==> src/jp1s_pkg.sv <==
// Package for the 1D Poisson Jacobi solver: widths, reset values,
// command and register codes, and controller state encoding.
// No dependencies.
package jp1s_pkg;

  localparam int VALUE_BITS        = 32;
  localparam int INDEX_BITS        = 11;
  localparam int MAX_INTERVALS_DEF = 1024;

  localparam logic [10:0] MESH_RST  = 11'd1024;
  localparam logic [15:0] SWEEP_RST = 16'd100;
  localparam logic [31:0] STEP_RST  = 32'd4096;

  typedef enum logic [1:0] {
    CMD_LOAD  = 2'd0,
    CMD_SOLVE = 2'd1,
    CMD_READ  = 2'd2
  } cmd_e;

  typedef enum logic [1:0] {
    REG_MESH  = 2'd0,
    REG_SWEEP = 2'd1,
    REG_STEP  = 2'd2
  } reg_e;

  typedef enum logic [5:0] {
    ST_IDLE   = 6'b000001,
    ST_READ   = 6'b000010,
    ST_COPY_A = 6'b000100,
    ST_COPY_B = 6'b001000,
    ST_SWEEP  = 6'b010000,
    ST_DRAIN  = 6'b100000
  } state_e;

endpackage

==> src/jp1s_stencil.sv <==
// Two-stage three-point stencil datapath: product and neighbor sum, then
// halving with rounding and saturation. Depends on jp1s_pkg.
module jp1s_stencil import jp1s_pkg::*; #(
  parameter int AW = 11
) (
  input  logic                         clk_i,
  input  logic                         rst_ni,
  input  logic                         in_valid_i,
  input  logic [AW-1:0]                in_addr_i,
  input  logic signed [VALUE_BITS-1:0] left_i,
  input  logic signed [VALUE_BITS-1:0] right_i,
  input  logic signed [VALUE_BITS-1:0] f_i,
  input  logic [31:0]                  step_sq_i,
  output logic                         busy_o,
  output logic                         wr_en_o,
  output logic [AW-1:0]                wr_addr_o,
  output logic [VALUE_BITS-1:0]        wr_data_o
);

  localparam int SUMW  = VALUE_BITS + 1;
  localparam int PRODW = VALUE_BITS + 32;
  localparam int FULLW = PRODW + 2;
  localparam int SW    = ((SUMW + 16 > PRODW - 16) ? SUMW + 16 : PRODW - 16) + 1;
  localparam logic signed [SW-1:0] SAT_HI = SW'((64'sd1 <<< (VALUE_BITS - 1)) - 64'sd1);
  localparam logic signed [SW-1:0] SAT_LO = -SAT_HI - SW'(1);

  logic                    v1_q;
  logic [AW-1:0]           addr1_q;
  logic signed [SUMW-1:0]  sum_d, sum_q;
  logic signed [PRODW-1:0] prod_d, prod_q;
  logic signed [32:0]      step_s;
  logic signed [FULLW-1:0] prod_full;
  logic signed [SW-1:0]    s_val, t_val, r_val;

  assign step_s    = $signed({1'b0, step_sq_i});
  assign prod_full = f_i * step_s;
  assign prod_d    = prod_full[PRODW-1:0];
  assign sum_d     = SUMW'(left_i) + SUMW'(right_i);

  always_ff @(posedge clk_i or negedge rst_ni) begin
    if (!rst_ni) begin
      v1_q <= 1'b0;
    end else begin
      v1_q <= in_valid_i;
    end
  end

  always_ff @(posedge clk_i) begin
    addr1_q <= in_addr_i;
    sum_q   <= sum_d;
    prod_q  <= prod_d;
  end

  always_comb begin
    s_val = (SW'(sum_q) <<< 16) + SW'(prod_q >>> 16);
    t_val = s_val + SW'(65536);
    r_val = t_val >>> 17;
    if (r_val > SAT_HI) begin
      wr_data_o = SAT_HI[VALUE_BITS-1:0];
    end else if (r_val < SAT_LO) begin
      wr_data_o = SAT_LO[VALUE_BITS-1:0];
    end else begin
      wr_data_o = r_val[VALUE_BITS-1:0];
    end
  end

  assign busy_o    = v1_q;
  assign wr_en_o   = v1_q;
  assign wr_addr_o = addr1_q;

endmodule

==> config.mk <==
export PLATFORM = sky130hd
export DESIGN_NAME = jp1s_stencil
export DESIGN_NICKNAME = d
export VERILOG_FILES = /design/src/jp1s_pkg.sv /design/src/jp1s_stencil.sv
export SDC_FILE = /design/constraint.sdc
export NUM_CORES = 2
export LEC_CHECK = 0
export BUFFER_PORTS_ARGS = -buffer_cell sky130_fd_sc_hd__buf_2
export CORE_ASPECT_RATIO = 0.9
export CORE_MARGIN = 4
export CORE_UTILIZATION = 55
export DETAILED_ROUTE_END_ITERATION = 12
export PLACE_DENSITY_LB_ADDON = 0.1
export SKIP_CTS_REPAIR_TIMING = 1
export SKIP_LAST_GASP = 1
export SYNTH_ARGS = -nofsm -noshare
export SYNTH_HDL_FRONTEND = slang
export SYNTH_SLANG_ARGS = --single-unit
==> constraint.sdc <==
create_clock -name clk_i -period 3.84 [get_ports clk_i]
set_clock_uncertainty 0.05 [all_clocks]
set_input_delay 0 -clock clk_i [delete_from_list [all_inputs] [get_ports clk_i]]
set_output_delay 0 -clock clk_i [all_outputs]
set_load 0.03 [all_outputs]
==> results by group <==
Timing
  – Fmax: 0.155 GHz
  – Final worst setup slack: -2590 ps
  – Worst slew pin tran: 588 ps
  – Fin. Hold Viols: 3
  – Slew Limit Fails: 0
  – Fin crit period: 6430 ps
  – # setup viols final: 32
  – Slew margin rel.: 0.603
  – Min Hold Slack: -27.7 ps
  – Final period utilization: 1.68
  – RSZ-0062 raised after global routing: yes

Setup path
  – Worst Path Required: 4020 ps
  – Crit path buffers/inverters: 6
  – CP Launch Type: primary input
  – Worst-path maximum fanout: 5
  – Crit Path Category: primary input to flip-flop
  – Crit. Startpoint: step_sq_i[5]
  – CP delay by family, top: adder cells
  – Most common cell on crit path: fa_1
  – Max incr delay on CP: 540 ps
  – Crit path arrival time: 6610 ps
  – Critical Path, Cell by Cell: buf_6 > buf_12 > and2_4 > fa_1 > inv_2 > fa_1 > inv_2 > fa_1 > inv_2 > fa_1 > inv_2 > fa_1 > fa_1 > fa_2 > fa_1 > ha_4 > nand4_1 > nor3_2 > nor4b_4 > a21oi_4 > o31a_1 > o211ai_1 > o211ai_1 > xnor2_1
  – Critical-path top delay cell: fa_1
  – Crit. End Element: flip-flop

Global route
  – Total GRT Usage: 0.284
  – Pin count of the biggest net entering global routing: 29
  – Antenna violations before repair: 7
  – Overflow after GRT: 0
  – Number of global-route vias before repair: 31600
  – First-pass GRT wire length: 167000 um

Placement
  – HPWL after DPL: 89900 um
  – Port Buffer Count: 186
  – Routability cong.: 0.921
  – Cell Area, Placed: 43200 um2
  – Setup WS pre-CTS: -3210 ps

Synthesis
  – Seq cells post-synth: 77
  – FFs w/ async S/R, synth: 0.0130
  – Main synth FF type: dfxtp_1
  – Mapped Area: 38500 um2
  – Syn nets: 5669
  – Register area share after synthesis: 0.0401
  – Yosys cell types: 70
  – Syn Inst Count: 4246
  – EDFF count, synth: 0
  – Synth warn: 0
  – Mean Syn Cell Area: 9.08 um2

Clock network
  – CTS tree: built
  – Clk root buf: clkbuf_16
  – Clock Path Buffers: 2
  – TritonCTS Sinks: 77
  – Clk slew on worst S/H paths: 60 ps
  – CTS Buf Count: 9
  – H-tree depth: 3

Min path
  – Start point of the worst hold path: right_i[31]
  – Hold WC Path Type: primary input to flip-flop

Die
  – Initial core utilization: 0.559
  – Top Ports: 187
  – Row count: 91
  – Die X-Extent: 287 um
  – Die Y-Extent: 259 um
  – Die area: 74400 um2
  – Placeable Area: 69000 um2

Run status
  – Failing checks: hold timing, setup timing
  – Status: complete, but fails checks

Routing
  – Final wirelength: 104000 um
  – Via count: 29400
  – DR pass1 iterations: 6
  – WL per Instance: 18.7 um
  – Vias per cell: 5.29
  – 1st-iter DRT viols: 1857
  – Post-route ant nets: 0
  – Drt drc: 0

Finish
  – Area growth from synthesis to layout: 17.0%
  – Seq. cell area: 1550 um2
  – Cell area after layout: 45100 um2
  – Share of layout cells above drive strength 1: 0.171
  – Layout fillers: 5834
  – Layout Nets: 6052
  – Multi-input gate area in the final layout: 33800 um2

Run
  – Max Cap Viol: 0
-- final cells by class --
| type | instances | share of cell area |
|---|---|---|
| Multi-Input combinational cell | 3046 | 0.749 |
| Timing Repair Buffer | 590 | 0.108 |
| Tap cell | 930 | 0.0258 |
| Antenna cell | 3 | 0.000166 |
| Inverter | 905 | 0.0755 |
| Clock buffer | 10 | 0.00508 |
| Clock inverter | 6 | 0.00139 |
| Sequential cell | 77 | 0.0343 |
-- routing by layer --
layer	share of wire	track usage
met5	0.00026	0
met1	0.44	0.406
met4	0.025	0.0684
met3	0.064	0.0487
met2	0.47	0.455
-- tightest hold or removal path, cell delays in order --
cell	delay, ps
buf_2	80
ha_1	170
xnor2_1	80
-- worst paths after layout --
check,slack (ps),to,cells past startpoint
setup / recovery,-2590,prod_q[63]$_DFF_P_,24
max in group asynchronous,3170,busy_o$_DFF_PN0_,3
hold / removal,-30,sum_q[31]$_DFF_P_,3
min in group asynchronous,460,busy_o$_DFF_PN0_,3
-- through the flow --
step                      setup TNS [ps]  utilization  cells  hold WS [ps]
final                             -76270        0.653   5567         -27.7
after global routing              -82450        0.653   5567          6.79
after CTS                         -92780        0.630   5515          -646
after detailed placement          -96410        0.625   5499          -274
after global placement            -94600        0.625   5499          -276
after floorplan                   -69760            -   4246          -346
-- logic make-up after synthesis --
group / share of synthesized area
adders and majority gates: 0.591
and+or+nand+nor: 0.172
buffers and inverters: 0.110
AOI/OAI and AO/OA: 0.0641
xor gates and xnor gates: 0.0216
DFF: 0.0401
muxes: 0.000519
-- flip-flops by register name, summed over array words and instances, names as in the netlist --
signal,cells
prod_q,32
wr_addr_o,11
sum_q,33
busy_o,1
-- cells in the final DEF, fill, tap and decap left out, types with 26 or more instances in the layout --
cell     instances
nor2_1          72
a21oi_1        120
inv_1          887
and2_4          44
fa_1           868
fa_2            30
dfxtp_1         76
and2_1         586
o21ai_0         58
buf_12          32
ha_1           362
a21o_1          46
xnor2_1         57
buf_2          120
nand2_1        445
buf_6           46
nand4_1         26
buf_4          355
xor2_1          26
-- cells in the mapped netlist (4+ instances only) --
| master | n | area (um2) |
|---|---|---|
| fa_1 | 898 | 18000 |
| o21bai_1 | 17 | 128 |
| ha_1 | 383 | 4790 |
| a21boi_0 | 5 | 37.5 |
| a211oi_1 | 13 | 97.6 |
| xor2_1 | 28 | 245 |
| dfxtp_1 | 76 | 1520 |
| and2_1 | 630 | 3940 |
| buf_2 | 5 | 25.0 |
| a221oi_1 | 9 | 78.8 |
| nand2b_1 | 23 | 144 |
| o211ai_1 | 17 | 128 |
| nor2b_1 | 4 | 25.0 |
| and3_1 | 6 | 37.5 |
| nand2_1 | 448 | 1680 |
| a21oi_1 | 134 | 671 |
| a31oi_1 | 13 | 81.3 |
| or3_1 | 6 | 37.5 |
| nor3_1 | 12 | 60.1 |
| nor2_1 | 76 | 285 |
| o31ai_1 | 6 | 45.0 |
| o21a_1 | 12 | 90.1 |
| a21o_1 | 46 | 345 |
| nor4_1 | 8 | 50.1 |
| o21ai_0 | 75 | 375 |
| nand4_1 | 26 | 163 |
| clkbuf_1 | 214 | 803 |
| nand3_1 | 26 | 130 |
| xnor2_1 | 64 | 561 |
| inv_1 | 904 | 3390 |
Power is not shown: default switching activity piles up to over one toggle a cycle in this logic, so the estimate is an artifact.
